[config.mk]
export PLATFORM = sky130hd
export DESIGN_NAME = status_led_pattern_generator
export DESIGN_NICKNAME = d
export VERILOG_FILES = /design/src/hdl/sled_pkg.sv /design/src/hdl/status_led_pattern_generator.sv
export SDC_FILE = /design/constraint.sdc
export NUM_CORES = 2
export LEC_CHECK = 0
export BUFFER_PORTS_ARGS = -buffer_cell sky130_fd_sc_hd__buf_4
export CORE_MARGIN = 2
export CORE_UTILIZATION = 45
export CTS_BUF_LIST = sky130_fd_sc_hd__clkbuf_2
export DETAILED_ROUTE_END_ITERATION = 16
export PLACE_DENSITY = 0.69
export SYNTH_ARGS = -nofsm -noshare
export SYNTH_HDL_FRONTEND = slang
export SYNTH_SLANG_ARGS = --single-unit
export TNS_END_PERCENT = 20
[constraint.sdc]
create_clock -name clk -period 11.55 [get_ports clk]
set_input_delay 1.7325 -clock clk [delete_from_list [all_inputs] [get_ports clk]]
set_output_delay 1.7325 -clock clk [all_outputs]
set_load 0.1 [all_outputs]
[src/hdl/sled_pkg.sv]
package sled_pkg;

  localparam logic [1:0] FUNC_INIT     = 2'd0;
  localparam logic [1:0] FUNC_SET_MODE = 2'd1;
  localparam logic [1:0] FUNC_REFRESH  = 2'd2;

  localparam logic [2:0] MODE_IDLE         = 3'd0;
  localparam logic [2:0] MODE_LISTENING    = 3'd1;
  localparam logic [2:0] MODE_PROCESSING   = 3'd2;
  localparam logic [2:0] MODE_PLAYING      = 3'd3;
  localparam logic [2:0] MODE_ERROR        = 3'd4;
  localparam logic [2:0] MODE_PROVISIONING = 3'd5;

  localparam logic [9:0] INTERVAL_RESET = 10'd30;

  // Remainder width; the longest period is 3000 ms.
  localparam int DivW = 13;

  localparam logic [DivW-1:0] BLINK_PERIOD  = 13'd500;   // two 250 ms halves
  localparam logic [DivW-1:0] SLOW_PERIOD   = 13'd3000;
  localparam logic [DivW-1:0] FAST_PERIOD   = 13'd1200;
  localparam logic [DivW-1:0] BLINK_HALF    = 13'd250;
  localparam logic [DivW-1:0] SLOW_HALF     = 13'd1500;
  localparam logic [DivW-1:0] FAST_HALF     = 13'd600;

  // Division by a constant multiplies by a rounded-up reciprocal: floor(n * m / 2^s)
  // equals floor(n / d) over the whole range of n. The time is shifted down first,
  // as 500 = 4 * 125, 3000 = 8 * 375 and 1200 = 16 * 75.
  localparam logic [31:0] BLINK_MAGIC = 32'd1099511628;  // 2^37 / 125
  localparam logic [31:0] SLOW_MAGIC  = 32'd733007752;   // 2^38 / 375
  localparam logic [31:0] FAST_MAGIC  = 32'd458129845;   // 2^35 / 75
  // Breath scaling folds the trailing /4 or /6 into the divisor: floor(floor(x/h)/k) =
  // floor(x/(h*k)).
  localparam logic [31:0] SLOW_QUARTER_MAGIC = 32'd715828;     // 2^32 / 6000
  localparam logic [31:0] FAST_QUARTER_MAGIC = 32'd1789570;    // 2^32 / 2400
  localparam logic [31:0] FAST_SIXTH_MAGIC   = 32'd1193047;    // 2^32 / 3600
  localparam logic [31:0] FIFTH_MAGIC        = 32'd858993460;  // 2^32 / 5

  localparam logic [7:0] LEVEL_FULL  = 8'd255;
  localparam logic [7:0] LEVEL_DIM   = 8'd64;
  localparam logic [7:0] LEVEL_PLAY  = 8'd48;

  typedef struct packed {
    logic [1:0]  func;
    logic [2:0]  mode;
    logic [31:0] now_ms;
  } item_t;

  typedef struct packed {
    logic [7:0] red;
    logic [7:0] green;
    logic [7:0] blue;
  } color_t;

endpackage

[src/hdl/status_led_pattern_generator.sv]
// Channel  Direction  Handshake                 Payload
// item     in         item_valid / item_stall   item_t  (func, mode, now_ms)
// color    out        color_valid / color_stall color_t (red, green, blue)
// cfg      in         cfg_we                    cfg_wdata (refresh interval, ms)
//
// Init, set mode, constant colors and skipped refreshes skip the multiplier states.
// Blink and breath refreshes share one 32 x 32 multiplier for constant division:
// blink runs quotient, remainder, prep; breath adds scale, processing green too.
// item_stall is high until the color is handed to the output register.
// Synchronous reset restores idle mode, time zero and a 30 ms interval.
// A finished color waits while the output register holds a stalled transfer.
module status_led_pattern_generator
  import sled_pkg::*;
(
  input  logic        clk,
  input  logic        rst,
  input  logic        item_valid,
  output logic        item_stall,
  input  item_t       item,
  output logic        color_valid,
  input  logic        color_stall,
  output color_t      color,
  input  logic        cfg_we,
  input  logic [9:0]  cfg_wdata
);

  typedef enum logic [6:0] {
    S_IDLE  = 7'b0000001,
    S_QUOT  = 7'b0000010,
    S_REM   = 7'b0000100,
    S_PREP  = 7'b0001000,
    S_SCALE = 7'b0010000,
    S_GREEN = 7'b0100000,
    S_EMIT  = 7'b1000000
  } state_t;

  state_t          state;
  logic [2:0]      current_mode;
  logic [31:0]     last_refresh_time;
  logic [9:0]      interval;
  logic [31:0]     mul_a;
  logic [31:0]     mul_b;
  logic [DivW-1:0] rem;
  color_t          res;

  logic            accept;
  logic            emit_go;
  logic [31:0]     elapsed;
  logic            too_soon;
  logic [63:0]     prod;
  logic [31:0]     quot;
  logic [31:0]     rem_full;
  logic [31:0]     mod_operand;
  logic [31:0]     mod_magic;
  logic [31:0]     scale_magic;
  logic [DivW-1:0] period;
  logic [DivW-1:0] half;
  logic [DivW-1:0] trough_dist;
  logic [19:0]     scaled;
  logic [7:0]      level;
  logic [9:0]      level_x3;

  assign item_stall = (state != S_IDLE);
  assign accept     = item_valid && !item_stall;
  assign emit_go    = (state == S_EMIT) && (!color_valid || !color_stall);
  assign elapsed    = item.now_ms - last_refresh_time;
  assign too_soon   = elapsed < {22'd0, interval};

  assign prod     = 64'(mul_a) * 64'(mul_b);
  // The refresh time was already stored, so the remainder comes from it.
  assign rem_full = last_refresh_time - prod[31:0];

  always_comb begin
    mod_operand = {4'd0, item.now_ms[31:4]};
    mod_magic   = FAST_MAGIC;
    quot        = {3'd0, prod[63:35]};
    period      = FAST_PERIOD;
    half        = FAST_HALF;
    scale_magic = FAST_QUARTER_MAGIC;
    unique case (current_mode)
      MODE_ERROR: begin
        mod_operand = {2'd0, item.now_ms[31:2]};
        mod_magic   = BLINK_MAGIC;
        quot        = {5'd0, prod[63:37]};
        period      = BLINK_PERIOD;
      end
      MODE_IDLE: begin
        mod_operand = {3'd0, item.now_ms[31:3]};
        mod_magic   = SLOW_MAGIC;
        quot        = {6'd0, prod[63:38]};
        period      = SLOW_PERIOD;
        half        = SLOW_HALF;
        scale_magic = SLOW_QUARTER_MAGIC;
      end
      MODE_PROVISIONING: begin
        scale_magic = FAST_SIXTH_MAGIC;
      end
      default: begin
      end
    endcase
  end

  // Distance from the nearest trough of the triangle wave.
  assign trough_dist = (rem < half) ? rem : DivW'(period - rem);
  assign scaled      = 20'(trough_dist) * 20'(LEVEL_FULL);
  assign level       = prod[39:32];
  assign level_x3    = 10'(level) * 10'd3;

  always_ff @(posedge clk) begin
    if (rst) begin
      state             <= S_IDLE;
      current_mode      <= MODE_IDLE;
      last_refresh_time <= '0;
      interval          <= INTERVAL_RESET;
      color_valid       <= 1'b0;
    end else begin
      if (cfg_we) begin
        interval <= cfg_wdata;
      end
      if (emit_go) begin
        color       <= res;
        color_valid <= 1'b1;
      end else if (color_valid && !color_stall) begin
        color_valid <= 1'b0;
      end

      unique case (state)
        S_IDLE: begin
          if (accept) begin
            priority case (item.func)
              FUNC_INIT: begin
                res   <= '0;
                state <= S_EMIT;
              end
              FUNC_SET_MODE: begin
                if (item.mode != current_mode) begin
                  current_mode <= item.mode;
                  res          <= '0;
                  state        <= S_EMIT;
                end
              end
              FUNC_REFRESH: begin
                if (!too_soon) begin
                  last_refresh_time <= item.now_ms;
                  priority case (current_mode)
                    MODE_LISTENING: begin
                      res   <= {8'd0, LEVEL_DIM, 8'd0};
                      state <= S_EMIT;
                    end
                    MODE_PLAYING: begin
                      res   <= {8'd0, LEVEL_PLAY, LEVEL_PLAY};
                      state <= S_EMIT;
                    end
                    MODE_IDLE, MODE_PROCESSING, MODE_ERROR, MODE_PROVISIONING: begin
                      res   <= '0;
                      mul_a <= mod_operand;
                      mul_b <= mod_magic;
                      state <= S_QUOT;
                    end
                    default: begin
                      res   <= '0;
                      state <= S_EMIT;
                    end
                  endcase
                end
              end
              default: begin
              end
            endcase
          end
        end

        S_QUOT: begin
          mul_a <= quot;
          mul_b <= {19'd0, period};
          state <= S_REM;
        end

        S_REM: begin
          rem   <= rem_full[DivW-1:0];
          state <= S_PREP;
        end

        S_PREP: begin
          if (current_mode == MODE_ERROR) begin
            // The blink is on during the odd 250 ms slots.
            res.red <= (rem >= BLINK_HALF) ? LEVEL_DIM : 8'd0;
            state   <= S_EMIT;
          end else begin
            mul_a <= {12'd0, scaled};
            mul_b <= scale_magic;
            state <= S_SCALE;
          end
        end

        S_SCALE: begin
          priority case (current_mode)
            MODE_IDLE: begin
              res.blue <= level;
              state    <= S_EMIT;
            end
            MODE_PROCESSING: begin
              res.red <= level;
              mul_a   <= {22'd0, level_x3};
              mul_b   <= FIFTH_MAGIC;
              state   <= S_GREEN;
            end
            default: begin
              res.red   <= level;
              res.green <= level;
              res.blue  <= level;
              state     <= S_EMIT;
            end
          endcase
        end

        S_GREEN: begin
          res.green <= level;
          state     <= S_EMIT;
        end

        S_EMIT: begin
          if (emit_go) begin
            state <= S_IDLE;
          end
        end

        default: begin
          state <= S_IDLE;
        end
      endcase
    end
  end

  a_rem_below_period: assert property (@(posedge clk) disable iff (rst)
    (state == S_PREP) |-> (rem < period))
    else $error("time remainder reached the period");

  a_early_refresh_keeps_time: assert property (@(posedge clk) disable iff (rst)
    (accept && item.func == FUNC_REFRESH && too_soon) |=>
      ($stable(last_refresh_time) && state == S_IDLE))
    else $error("refresh inside the interval was not skipped");

  a_same_mode_silent: assert property (@(posedge clk) disable iff (rst)
    (accept && item.func == FUNC_SET_MODE && item.mode == current_mode) |=>
      (state == S_IDLE && $stable(current_mode)))
    else $error("set mode with the held mode produced a transfer");

  a_emit_only_when_free: assert property (@(posedge clk) disable iff (rst)
    (state == S_EMIT && color_valid && color_stall) |=> (state == S_EMIT && $stable(res)))
    else $error("pending color lost while output was stalled");

endmodule

Yosys cells after proc, flatten, opt, wreduce, memory -nomap -nowiden

Index checks and enable logic that the tools add are counted.

Flip-flop bits (word level): 178
Input port bits: 52
Output and inout port bits: 26
Logic and storage cells: 125

Add/subtract/negate cells: 3
$mul: 3
Magnitude comparators: 3
Equality and inequality tests: 30
Muxes and demuxes: 45
Bitwise operators: 2
Reductions and logical operators: 25

Operator list:

| cell                                                | number |
|---|---|
| two-way mux 32 bit                                  | 12 |
| one-hot mux 32 bit (4 select lines)                 | 2 |
| two-way mux 24 bit                                  | 3 |
| one-hot mux 24 bit (3 select lines)                 | 1 |
| multiplier 32 x 32 -> 64 bit                        | 1 |
| one-hot mux 31 bit (2 select lines)                 | 1 |
| one-hot mux 30 bit (2 select lines)                 | 1 |
| one-hot mux 29 bit (2 select lines)                 | 1 |
| two-way mux 7 bit                                   | 8 |
| one-hot mux 7 bit (7 select lines)                  | 1 |
| one-hot mux 8 bit (3 select lines)                  | 2 |
| one-hot mux 21 bit (2 select lines)                 | 1 |
| less-than comparator 32 x 10 -> 1 bit               | 1 |
| two-way mux 8 bit                                   | 4 |
| subtractor 32 bit                                   | 1 |
| one-hot mux 15 bit (2 select lines)                 | 1 |
| subtractor 13 bit                                   | 2 |
| one-hot mux 12 bit (2 select lines)                 | 1 |
| one-hot mux 7 bit (3 select lines)                  | 1 |
| multiplier 13 x 8 -> 20 bit (second input constant) | 1 |
| != test 2 bit (second input constant)               | 8 |
| one-hot mux 8 bit (2 select lines)                  | 1 |
| AND reduction 8 bit                                 | 2 |
| AND reduction 7 bit                                 | 2 |
| 37 further kinds                                    | 52 |

Longest topological paths before layout

Word-level depth: 7
Gate-level depth with buffers: 40
Gate-level depth less buffers: 38

Worst setup path after synthesis

Ideal clock, no wire load.

Path kind: input port to flip-flop
Start point: in item[0] in the netlist's numbering
End point: reg mul_a[0], enable pin
Library setup time: 0.545 ns
Arrival: 8.356 ns
Required time: 11.005 ns
Setup slack: 2.648 ns
Stages on the path: 20
Buffers on the path: 0
Cell sequence: inv_1 -> ha_1 -> inv_1 -> fa_1 -> a21oi_1 -> o211ai_1 -> nand2_1 -> nand2b_1 -> a21oi_1 -> xnor2_1 -> ha_1 -> o2111ai_1 -> a21oi_1 -> a311oi_1 -> mux2_2 -> nand4b_1 -> nor4_2 -> nand3_1 -> a31oi_1 -> nor3_1

Word-level cells in the longest chain between the ends: 4

Ends and longest elaborated chain:

| what                                  | line                                | RTL |
|---|---|---|
| start, declared                       | status_led_pattern_generator.sv:19  | `input item_t item,` |
| subtractor 32 bit                     | status_led_pattern_generator.sv:66  | `assign elapsed = item.now_ms - last_refresh_time;` |
| less-than comparator 32 x 10 -> 1 bit | status_led_pattern_generator.sv:67  | `assign too_soon = elapsed < {22'd0, interval};` |
| != test 2 bit (no line)               | n/a                                 |  |
| AND reduction 8 bit (no line)         | n/a                                 |  |
| end signal, assigned                  | status_led_pattern_generator.sv:156 | `mul_a <= mod_operand;` |
| end signal, assigned                  | status_led_pattern_generator.sv:174 | `mul_a <= quot;` |
| end signal, assigned                  | status_led_pattern_generator.sv:190 | `mul_a <= {12'd0, scaled};` |
| end, declared                         | status_led_pattern_generator.sv:41  | `logic [31:0] mul_a;` |

No other way between the ends.
A chain may end at the register's enable or synchronous reset.

Worst setup path after layout

Start point: reg mul_a[12]
End point: reg mul_a[8] (data pin)

Word-level cells in the longest chain between the ends: 4
Elaborated cells on any way between the ends: 5
Those cells by class: mul (2); mux (3)

Ends and longest elaborated chain:

| what                                | line                                | RTL |
|---|---|---|
| multiplier 32 x 32 -> 64 bit        | status_led_pattern_generator.sv:69  | `assign prod = 64'(mul_a) * 64'(mul_b);` |
| named net prod[34]                  | status_led_pattern_generator.sv:50  | `logic [63:0] prod;` |
| multiplier 8 x 2 -> 10 bit          | status_led_pattern_generator.sv:107 | `assign level_x3 = 10'(level) * 10'd3;` |
| two-way mux 32 bit                  | status_led_pattern_generator.sv:197 | `priority case (current_mode)` |
| one-hot mux 32 bit (4 select lines) | status_led_pattern_generator.sv:127 | `unique case (state)` |

The timed path passes the listed nets, and every way through them passes these cells. The select of a mux whose other input is x is not followed.

==> results.md <==
* Slowest cell on crit path: edfxtp_1
* FMAX at 103 MHz
* Final setup viols at 0
* Worst Skew at 102 ps
* Hpwl dp at 98200 um
* Main combinational cell family by area after synthesis: adder cells
* Fillers at 9232
* CP top delay family: adder cells
* Synth Area in Simple Gates at 0.154
* Status: finished, final reports clean
* Resize count post-CTS at 0
* Post-DRT Antenna Nets at 0
* Final hold violation count at 0
* Complex-gate fraction of the synthesized area at 0.0855
* CTS tree: built
* Synth top area share at 0.383
* Critical path type: register to register
* GR Util All Layers at 0.249
* Area grow syn2layout at 4.55%
* Slew at the pin with the worst max-slew slack at 1210 ps
* Post-synthesis mux area share at 0.0196
* Netlist cell types at 98
* Hold Crit Class: register to register
* Clk_lat worst skew at 1120 ps
* Initial antenna violation count at 3
* H-tree lvl count at 4
* Die W at 316 um
* Core outline area at 96700 um2
* Total gr overflow at 0
* Startpoint types: register
* Share of cells above drive strength 1 at 0.0464
* Post-synthesis xor/xnor area fraction at 0.0191
* Largest net degree at the start of global routing at 59
* Mapped Avg Cell Area at 9.12 um2
* CP max stage delay at 1240 ps
* Clock-pin slew on the worst setup and hold paths at 390 ps
* Worst Setup End Kind: register
* Drt first-iter violations at 2386
* Post-CTS Setup Bufs at 0
* Clock tree root driver cell: clkbuf_2
* Primary FF master, synth: edfxtp_1
* Slew margin rel. at 0.191
* EDFF count, synth at 119
* CP dominant cell by count: fa_1
* Worst-path maximum fanout at 28
* I/O pin count at 78
* Input/output buffers at 77
* NumNets Final at 6054
* Max Cap Viol at 0
* Critical path required time at 12450 ps
* Synthesized cell area at 43900 um2
* Top-count cell post-synth: inv_1
* Unrepaired setup endpoints after global routing: false
* Placer Congestion at 0.946
* YS warnings at 0
* Post-synthesis cell count at 4814
* Adder-Cell Fraction of Synth Area at 0.506
* Die footprint at 100000 um2
* Fin crit share at 0.843
* TritonCTS Buffers at 17
* First-pass GRT wire length at 192000 um
* Vias in the first global route at 34500
* Wirelength per Cell at 19.9 um
* WP buf/inv at 7
* Site row count at 114
* Final critical-path required period at 9740 ps
* Sequential area share after synthesis at 0.106
* Clk sinks at 172
* Synth top cells by count: inv_1 (1018), fa_1 (839), and2_1 (490), nand2_1 (488), ha_1 (435)
* WP data arrival at 10640 ps
* Die height at 316 um
* Fraction of registers with async set/reset at 0
* Via count at 32800
* Slew Viols, Final at 0
* Initial Util at 0.454
* Syn Nets at 6140
* Drt first pass iters at 5
* Top cells by area, synth: fa_1 (38%), ha_1 (12%), inv_1 (8.7%)
* Post-Route WL at 120000 um
* Setup TNS at 0 ps
* Leading area contributor after synthesis: fa_1
* Drt drc at 0
* Post-synthesis register bit count at 172
* Longest Clk Path Bufs at 2
* DR vias/cell at 5.45
* # hold bufs at CTS at 0
[metal layers]
| layer | wire, um | track usage | vias up |
|---|---|---|---|
| li1 | - | - | 14700 |
| met1 | 50600 | 0.337 | 16700 |
| met2 | 56400 | 0.408 | 1206 |
| met3 | 8570 | 0.0424 | 194 |
| met4 | 4280 | 0.0787 | 2 |
| met5 | 13 | 0 | - |
[worst register-to-register path: cells and delay by family, from the launching register on]
kind / cells / cell delay [ps]
compound gates: 8 / 1400
xor+xnor: 2 / 570
fa+ha+maj: 10 / 4590
buf+inv: 7 / 450
flops: 1 / 1240
simple gates: 6 / 1280
[registers in the layout, summed over array words and instances, names as in the netlist]
register,count
mul_a,30
state,7
interval,10
current_mode,3
last_refresh_time,32
mul_b,28
color,24
rem,13
color_valid,1
res,24
[layout make-up]
| cell class | instances | area, um2 | area share |
|---|---|---|---|
| inverter | 1019 | 3820 | 0.0833 |
| clock buffer | 18 | 90.1 | 0.00196 |
| multi-input combinational | 3373 | 34500 | 0.752 |
| timing repair buffer | 145 | 1090 | 0.0237 |
| sequential | 172 | 4640 | 0.101 |
| clock inverter | 14 | 160 | 0.00349 |
| antenna | 4 | 10.0 | 0.000218 |
| tap | 1276 | 1600 | 0.0348 |
[cell families after synthesis]
logic type / Yosys count
AOI/OAI and AO/OA: 558
xor gates and xnor gates: 94
adders and majority gates: 1274
buffers and inverters: 1269
DFF: 172
muxes: 85
and+or+nand+nor: 1362
[cell usage in the layout, fill, tap and decap left out, types with 7 or more instances in the layout]
| cell | instances |
|---|---|
| a211o_1 | 7 |
| a211oi_1 | 22 |
| a21boi_0 | 7 |
| a21o_1 | 49 |
| a21oi_1 | 167 |
| a31oi_1 | 18 |
| and2_1 | 490 |
| and3_1 | 14 |
| buf_4 | 145 |
| clkbuf_2 | 18 |
| dfxtp_1 | 52 |
| edfxtp_1 | 119 |
| fa_1 | 839 |
| ha_1 | 435 |
| inv_1 | 1018 |
| mux2_2 | 7 |
| mux2i_1 | 78 |
| nand2_1 | 488 |
| nand2b_1 | 21 |
| nand3_1 | 31 |
| nand4_1 | 24 |
| nor2_1 | 198 |
| nor2b_1 | 15 |
| nor3_1 | 33 |
| o2111ai_1 | 7 |
| o211ai_1 | 23 |
| o21a_1 | 17 |
| o21ai_0 | 106 |
| o21bai_1 | 16 |
| o221ai_1 | 11 |
| o22ai_1 | 15 |
| o31ai_1 | 7 |
| or3_1 | 12 |
| xnor2_1 | 56 |
| xor2_1 | 36 |
[path summary, 6_finish.rpt]
path | startpoint | endpoint | slack [ps] | depth (start not counted)
max | mul_a[12] | mul_a[8] | 1810 | 33
min | res[5] | color[5] | 460 | 0
max reg2reg | mul_a[12] | mul_a[8] | 1810 | 33
min reg2reg | res[5] | color[5] | 460 | 0
[through the flow]
stage	hold WS, ps	cell area (um2)	utilization	setup slack, ps	cells
2_1_floorplan	400	43900	-	2650	4814
3_3_place_gp	403	45600	0.472	2050	5985
3_5_place_dp	408	45600	0.472	1970	5985
5_1_grt	469	45900	0.475	1320	6021
4_1_cts	467	45900	0.475	1810	6017
6_report	461	45900	0.475	1810	6021
Power is not shown: default switching activity piles up to over one toggle a cycle in this logic, so the estimate is an artifact.
